$ cat config.mk
export PLATFORM = sky130hd
export DESIGN_NAME = tss_totals
export DESIGN_NICKNAME = d
export VERILOG_FILES = /design/src/rtl/text_stream_statistics_assert.svh /design/src/rtl/tss_pkg.sv /design/src/rtl/tss_totals.sv
export SDC_FILE = /design/constraint.sdc
export NUM_CORES = 1
export LEC_CHECK = 0
export BUFFER_PORTS_ARGS = -buffer_cell sky130_fd_sc_hd__buf_2
export CAP_MARGIN = 20
export CORE_MARGIN = 3
export CORE_UTILIZATION = 54
export DETAILED_ROUTE_END_ITERATION = 10
export MAX_ROUTING_LAYER = met4
export PLACE_DENSITY = 0.83
export SYNTH_ARGS = -nofsm -noshare
export SYNTH_HDL_FRONTEND = slang
export SYNTH_SLANG_ARGS = --single-unit
$ cat constraint.sdc
create_clock -name clk -period 2.6 [get_ports clk]
set_input_delay 0.13 -clock clk [delete_from_list [all_inputs] [get_ports clk]]
set_output_delay 0.13 -clock clk [all_outputs]
set_load 0.02 [all_outputs]
$ cat src/rtl/text_stream_statistics_assert.svh
// Assertion macros shared by the text stream statistics RTL.
`ifndef TEXT_STREAM_STATISTICS_ASSERT_SVH
`define TEXT_STREAM_STATISTICS_ASSERT_SVH
`ifndef SYNTHESIS
`define TSS_ASSERT(lbl, prop, msg) \
	lbl: assert property (@(posedge clk) disable iff (!arst_n) prop) else $error(msg);
`define TSS_ASSERT_ALWAYS(lbl, prop, msg) \
	lbl: assert property (@(posedge clk) prop) else $error(msg);
`else
`define TSS_ASSERT(lbl, prop, msg)
`define TSS_ASSERT_ALWAYS(lbl, prop, msg)
`endif
`endif

$ cat src/rtl/tss_pkg.sv
// Types, constants and helper functions of the text stream statistics block.
`default_nettype none
package tss_pkg;
	localparam int COUNT_W  = 32;
	localparam int BIN_NUM  = 128;
	localparam int BIN_AW   = $clog2(BIN_NUM);
	localparam int BYTE_W   = 8;
	localparam int S_DATA_W = 16;
	localparam int M_DATA_W = 4 * COUNT_W;

	localparam logic [BYTE_W-1:0] NEWLINE_BYTE = 8'd10;
	localparam logic [BYTE_W-1:0] TAB_BYTE     = 8'd9;
	localparam logic [BYTE_W-1:0] CR_BYTE      = 8'd13;
	localparam logic [BYTE_W-1:0] SPACE_BYTE   = 8'd32;

	localparam logic KIND_TEXT = 1'b0;
	localparam logic KIND_READ = 1'b1;

	typedef logic [COUNT_W-1:0] count_t;
	typedef logic [BIN_AW-1:0]  bin_addr_t;

	typedef struct packed {
		logic      rd_en;
		bin_addr_t addr;
		logic      upd;
	} hist_req_t;

	typedef struct packed {
		logic en;
		logic newline;
		logic blank;
	} tot_upd_t;

	function automatic count_t sat_inc(input count_t v);
		count_t r;
		r = (&v) ? v : v + count_t'(1);
		return r;
	endfunction

	function automatic logic is_blank(input logic [BYTE_W-1:0] b);
		logic r;
		r = ((b >= TAB_BYTE) && (b <= CR_BYTE)) || (b == SPACE_BYTE);
		return r;
	endfunction
endpackage
`default_nettype wire

$ cat src/rtl/tss_totals.sv
// Saturating character, line and word totals with the in-word flag.
`default_nettype none
module tss_totals (
	input  wire logic              clk,
	input  wire logic              arst_n,
	input  wire tss_pkg::tot_upd_t upd,
	output tss_pkg::count_t        chars_nxt,
	output tss_pkg::count_t        lines_nxt,
	output tss_pkg::count_t        words_nxt
);
	import tss_pkg::*;

	count_t chars_q;
	count_t lines_q;
	count_t words_q;
	logic   in_word_q;

	always_comb begin
		chars_nxt = chars_q;
		lines_nxt = lines_q;
		words_nxt = words_q;
		if (upd.en) begin
			chars_nxt = sat_inc(chars_q);
			if (upd.newline) begin
				lines_nxt = sat_inc(lines_q);
			end
			if (!upd.blank && !in_word_q) begin
				words_nxt = sat_inc(words_q);
			end
		end
	end

	always_ff @(posedge clk or negedge arst_n) begin
		if (!arst_n) begin
			chars_q   <= '0;
			lines_q   <= '0;
			words_q   <= '0;
			in_word_q <= 1'b0;
		end else begin
			chars_q <= chars_nxt;
			lines_q <= lines_nxt;
			words_q <= words_nxt;
			if (upd.en) begin
				in_word_q <= !upd.blank;
			end
		end
	end
endmodule
`default_nettype wire

==> qor.txt, run 1 <==
Slew margin rel. = 0.5806
CP most frequent cell = nor4_4
WP data arrival = 2.54 ns
Cell area after synthesis = 4678 um^2
Bufs on Longest Clock Path = 2
Worst hold stages = 3
Worst EP required = 2.47 ns
Syn nets = 449
Hold Vio Cnt, Final = 0
Initial core utilization = 0.5637
Placed Cells incl. Taps = 648
Worst slew pin tran = 0.6291 ns
First-pass GRT wire length = 18.23 mm
Critical Path Sink Type = output pin
Hold Crit Start = upd[2]
Final worst setup slack = -0.07289 ns
Final ANT Viol Nets = 0
Max stage delay on crit path = 0.57 ns
Vias in the first global route = 3878
Core ar. = 8299 um^2
#FFs+latches synth = 97
NumNets Final = 604
GRT Max-Usage Layer = met2
Int Pwr = 2.584 mW
Crit path buf inv count = 2
Flop pwr share = 0.476
Reg2Reg Depth = 7
FP Rows = 33
CP startpoint = lines_q[26]
Met2 Usage GRT = 0.3760
Met1 GRT Util = 0.3032
Sequential share of the synthesized area = 0.5189
Ports = 101
Status = finished with violations
Clk_skew = 0.009636 ns
R2R setup slack = 0.41 ns
CP Launch Type = flop
Commonest cells after routing, fill and taps aside = dfrtp_1, buf_2, buf_4
Total CTS buffers = 9
Worst flop-to-flop path startpoint = lines_q[26]
Clock power share = 0.262
CTS tree = yes
Commonest non-fill, non-tap cell in the layout = dfrtp_1
Clock transition at the registers of the reported paths = 0.10 ns
# fillers = 527
Via-to-Cell Ratio = 5.720
Gpl congestion = 0.9120
Failing checks = setup timing
Grt met3 use = 0.05449
H-tree levels = 3
Yosys cell types = 37
Worst ir drop on vdd = 0.9179 mV
Die Height = 99.08 um
Later-pin clock latency in the skew report = 0.36 ns
Routed vias = 4044
Die Wd = 99.08 um
Max Cap Violations = 0
CTS Sinks = 97
RSZ-0062 raised after global routing = true
Die area = 9816 um^2
GRT overflow = 0
Non-Filler Instances = 707
Instance count on the critical path = 7
Syn Area/Cell = 10.61 um^2
Ratio of cells with drive above 1 in the final layout = 0.3810
Largest net degree at the start of global routing = 50
Worst Hold Class = input pin to flop
NetSw = 1.277 mW
Post-Synthesis Cells = 441
Final setup fails = 10
Final wirelength = 12.29 mm
Synth-to-layout area growth = 34.31%
Final HPWL DP = 7.970 mm
F_max = 0.3741 GHz
Drt drc = 0
Wire length per cell = 17.38 um
Switching Fraction = 0.3308
Logic gate share of total power = 0.262
Drt pass-1 iters = 5
CTS Root Cell = clkbuf_8
Crit path max-delay family = simple AND/OR/NAND/NOR gates
Initial drt markers = 170
Yosys warning count = 0
Leak Pwr = 3.090 nW
Crit path cell chain = nand3_2, or4_4, nor4_4, buf_6, nor4_4, xor2_1, buf_4
Setup TNS = -0.3996 ns
Max FO, Critical Path = 4
Fin crit period = 2.673 ns
Final period util = 1.028
CP Class = flop to output pin
Max-slew violation total from the final report = 0
Port Buf Inserts = 100
CP max stage cell = or4_4
Tot GR Track Use = 0.2361
Initial antenna violation count = 1
Pwr dens = 614.5 nW/um^2
worst register-to-register path: stages, from the launching register on:
cell,delay (ns)
dfrtp_1,0.39
nand3_2,0.13
or4_4,0.57
nor4_4,0.38
buf_6,0.19
nor4_4,0.04
xor2_1,0.27
buf_4,0.16
layout make-up:
cell class / instances / area [um^2] / share of cell area
Tap cell: 105 / 131.4 / 0.02091
Timing Repair Buffer: 153 / 1025 / 0.1631
Multi-Input combinational cell: 324 / 2444 / 0.3889
Clock buffer: 12 / 155.1 / 0.02469
Inverter: 11 / 41.29 / 0.006571
Antenna cell: 1 / 2.502 / 0.0003982
Clock inverter: 4 / 51.30 / 0.008164
Sequential cell: 97 / 2434 / 0.3873
per-stage QoR:
stage            util  worst slack, ns  instance area, um^2  power (mW)  hold slack [ns]
2_1_floorplan       -           0.2359                 4678       2.317          -0.1656
3_3_place_gp   0.6462           0.2574                 5363       2.604           0.1836
3_5_place_dp   0.6462           0.1398                 5363       2.647           0.1845
4_1_cts        0.6876         -0.04484                 5707       3.716           0.1641
5_1_grt        0.7571          -0.1932                 6284       4.032           0.2132
6_report       0.7571         -0.07289                 6284       3.861           0.1844
metal layers:
layer  part of all wire  routed length, um
met4              0.015                187
met2               0.50               6192
met1               0.42               5117
met3              0.064                791
met5                  0                  0
power groups by stage:
stage	logic [mW]	registers (mW)	clock network [mW]
2_1_floorplan	0.508	1.81	0
3_3_place_gp	0.773	1.83	0
3_5_place_dp	0.801	1.85	0
4_1_cts	0.853	1.82	1.04
5_1_grt	1.08	1.86	1.09
6_report	1.01	1.84	1.01
registers in the layout, indices dropped and copies added, names as in the netlist:
register	count
lines_q	32
chars_q	32
words_q	32
in_word_q	1
synthesized netlist by cell type:
| cell | n | area share |
|---|---|---|
| dfrtp_1 | 97 | 0.52 |
| xor2_1 | 51 | 0.095 |
| xnor2_1 | 42 | 0.079 |
| nand2_1 | 38 | 0.030 |
| nand4_1 | 36 | 0.048 |
| nand3_1 | 33 | 0.035 |
| nor4_1 | 24 | 0.032 |
| nor2_1 | 23 | 0.018 |
| nor3_1 | 23 | 0.025 |
| and3_1 | 11 | 0.015 |
| inv_1 | 11 | 0.0088 |
| and4_1 | 9 | 0.017 |
| clkbuf_1 | 7 | 0.0056 |
| and2_1 | 3 | 0.0040 |
| ha_1 | 3 | 0.0080 |
| nor3b_1 | 3 | 0.0048 |
| or2_2 | 3 | 0.0040 |
| a31oi_1 | 2 | 0.0027 |
| mux2_2 | 2 | 0.0048 |
| nand2b_1 | 2 | 0.0027 |
| or4_4 | 2 | 0.0048 |
| a2111oi_4 | 1 | 0.0059 |
| a21o_1 | 1 | 0.0016 |
| a311o_1 | 1 | 0.0021 |
| buf_4 | 1 | 0.0016 |
| buf_6 | 1 | 0.0024 |
| mux2_1 | 1 | 0.0024 |
| mux2i_1 | 1 | 0.0021 |
| nor2_2 | 1 | 0.0013 |
| nor3_2 | 1 | 0.0021 |
| nor4_4 | 1 | 0.0045 |
| nor4b_1 | 1 | 0.0019 |
| o21ai_0 | 1 | 0.0011 |
| o21ai_1 | 1 | 0.0011 |
| or3_4 | 1 | 0.0024 |
| or3b_1 | 1 | 0.0019 |
| or4_1 | 1 | 0.0016 |
repair_timing:
action | CTS | global route
endpoints found under the hold margin | 49 | 0
cloned | 0 | 1
setup endpoints to repair | 29 | 70
buffers inserted | 8 | 31
hold buffers | 2 | 0
gates resized for setup | 13 | 83
pin swaps | 8 | 30
worst paths after layout:
path,end
setup / recovery,lines_nxt[13]
setup reg to reg,lines_q[13]
max in group asynchronous,chars_q[2]
hold / removal,in_word_q
min in group asynchronous,chars_q[24]
hold reg to reg,chars_q[31]
logic make-up after synthesis:
group / Yosys count / share of synthesized area
xor gates and xnor gates: 93 / 0.1741
adders and majority gates: 3 / 0.008024
and+or+nand+nor: 217 / 0.2568
DFF: 97 / 0.5189
muxes: 4 / 0.009360
AOI/OAI and AO/OA: 7 / 0.01444
buffers and inverters: 20 / 0.01846
Power figures use the tool's default switching activity.
==> inputs of run 2 (changes only) <==
Settings changed: BUFFER_PORTS_ARGS -buffer_cell sky130_fd_sc_hd__buf_2 to -buffer_cell sky130_fd_sc_hd__buf_4.
==> qor.txt, run 2 (synthesized netlist as in run 1, its figures left out) <==
Final setup fails = 13
Design Area, Final = 6386 um^2
Worst slew pin tran = 0.4878 ns
Final ANT Viol Nets = 0
Met1 GRT Util = 0.2974
RSZ-0062 raised after global routing = true
Max-slew violation total from the final report = 0
Fin crit period = 2.689 ns
Core Util, Final = 0.7695
# diodes = 0
Clock transition at the registers of the reported paths = 0.10 ns
Routed vias = 4094
CTS Sinks = 97
Leak Pwr = 3.100 nW
Met2 Usage GRT = 0.3889
Initial antenna violation count = 0
H-tree levels = 3
NumNets Final = 596
Pwr dens = 634.6 nW/um^2
Synth-to-layout area growth = 36.51%
Critical Path Sink Type = output pin
Placed Cells incl. Taps = 649
Overall power = 4.053 mW
Bufs on Longest Clock Path = 2
Wire length per cell = 18.08 um
Total CTS buffers = 9
Later-pin clock latency in the skew report = 0.37 ns
Drt pass-1 iters = 4
Register Area = 2432 um^2
Final worst setup slack = -0.08899 ns
Top Registers = chars_q (32), lines_q (32), words_q (32)
Drt drc = 0
WP data arrival = 2.56 ns
Worst Hold Class = input pin to flop
Largest net degree at the start of global routing = 83
Clk_skew = 0.01294 ns
GRT overflow = 0
Placement-stage cell area = 5605 um^2
R2R setup slack = 0.37 ns
Final HPWL DP = 7.958 mm
Commonest cells after routing, fill and taps aside = buf_4, dfrtp_1, xor2_1
Final period util = 1.034
Slew margin rel. = 0.6718
Gpl congestion = 0.8944
Hold Vio Cnt, Final = 0
GRT Max-Usage Layer = met2
Grt met3 use = 0.07148
Ratio of cells with drive above 1 in the final layout = 0.3592
FP Rows = 33
CTS Root Cell = clkbuf_8
First-pass GRT wire length = 18.43 mm
Worst ir drop on vdd = 0.5326 mV
Max FO, Critical Path = 6
Ports = 101
Vias in the first global route = 3891
CP Class = flop to output pin
Tot GR Track Use = 0.2404
Max Cap Violations = 0
Multi-input gate area = 2421 um^2
Non-Filler Instances = 698
Die Height = 99.08 um
Initial drt markers = 187
Status = finished with violations
Core ar. = 8299 um^2
Final wirelength = 12.62 mm
Commonest non-fill, non-tap cell in the layout = buf_4
Failing checks = setup timing
Die Wd = 99.08 um
Initial core utilization = 0.5637
Via-to-Cell Ratio = 5.865
CTS tree = yes
Worst EP required = 2.47 ns
Port Buf Inserts = 100
CP Launch Type = flop
F_max = 0.3719 GHz
Die area = 9816 um^2
# fillers = 524
[run 2: timing repair]
| action | 4_1_cts | 5_1_grt |
|---|---|---|
| gates cloned | 1 | 1 |
| setup buffers | 12 | 16 |
| hold buffers | 2 | 0 |
| resized for setup | 8 | 53 |
| endpoints found under the hold margin | 81 | 0 |
| setup endpoints to repair | 32 | 57 |
| pin swaps | 7 | 25 |
[run 2: final timing paths]
path	from	to	cells after the start
min in group asynchronous	arst_n	lines_q[3]	2
max in group asynchronous	arst_n	lines_q[15]	4
worst min-delay path	upd[2]	in_word_q	3
worst max-delay path	lines_q[25]	lines_nxt[4]	9
worst max register to register	lines_q[25]	lines_q[4]	9
worst min register to register	chars_q[31]	chars_q[31]	1
[run 2: per-layer routing]
metal  up-vias  share of wire
li1       1873              -
met1      2045           0.41
met2       150           0.51
met3        26          0.061
met4         0          0.021
met5         -              0
[run 2: layout make-up]
type | count | share of cell area
clock buffers | 9 | 0.01940
clock inverters | 7 | 0.01567
inverters | 11 | 0.006466
multi-input cells | 324 | 0.3791
flip-flops and latches | 97 | 0.3809
well taps | 105 | 0.02057
repair buffers | 145 | 0.1779
[run 2: where the power goes]
| part | switching (mW) | internal [mW] |
|---|---|---|
| sequential | 0.189 | 1.66 |
| combinational | 0.598 | 0.501 |
| clock | 0.554 | 0.553 |
| total | 1.34 | 2.71 |
[run 2: stage by stage]
| stage | setup WS, ns | setup TNS [ns] | hold WS [ns] |
|---|---|---|---|
| CTS | -0.06032 | -0.06050 | 0.1557 |
| floorplan | 0.2359 | 0 | -0.1656 |
| global route | -0.2020 | -3.874 | 0.1684 |
| finish | -0.08899 | -0.4153 | 0.1669 |
| global placement | 0.2653 | 0 | 0.3307 |
| detailed placement | 0.1775 | 0 | 0.3302 |
[run 2: critical path, cell delays in order, from the launching register on]
cell,delay (ns)
dfrtp_1,0.40
nand3_2,0.13
or4_4,0.57
nor4_4,0.22
buf_4,0.19
buf_4,0.12
buf_6,0.10
nor3_1,0.05
xor2_1,0.22
buf_4,0.18
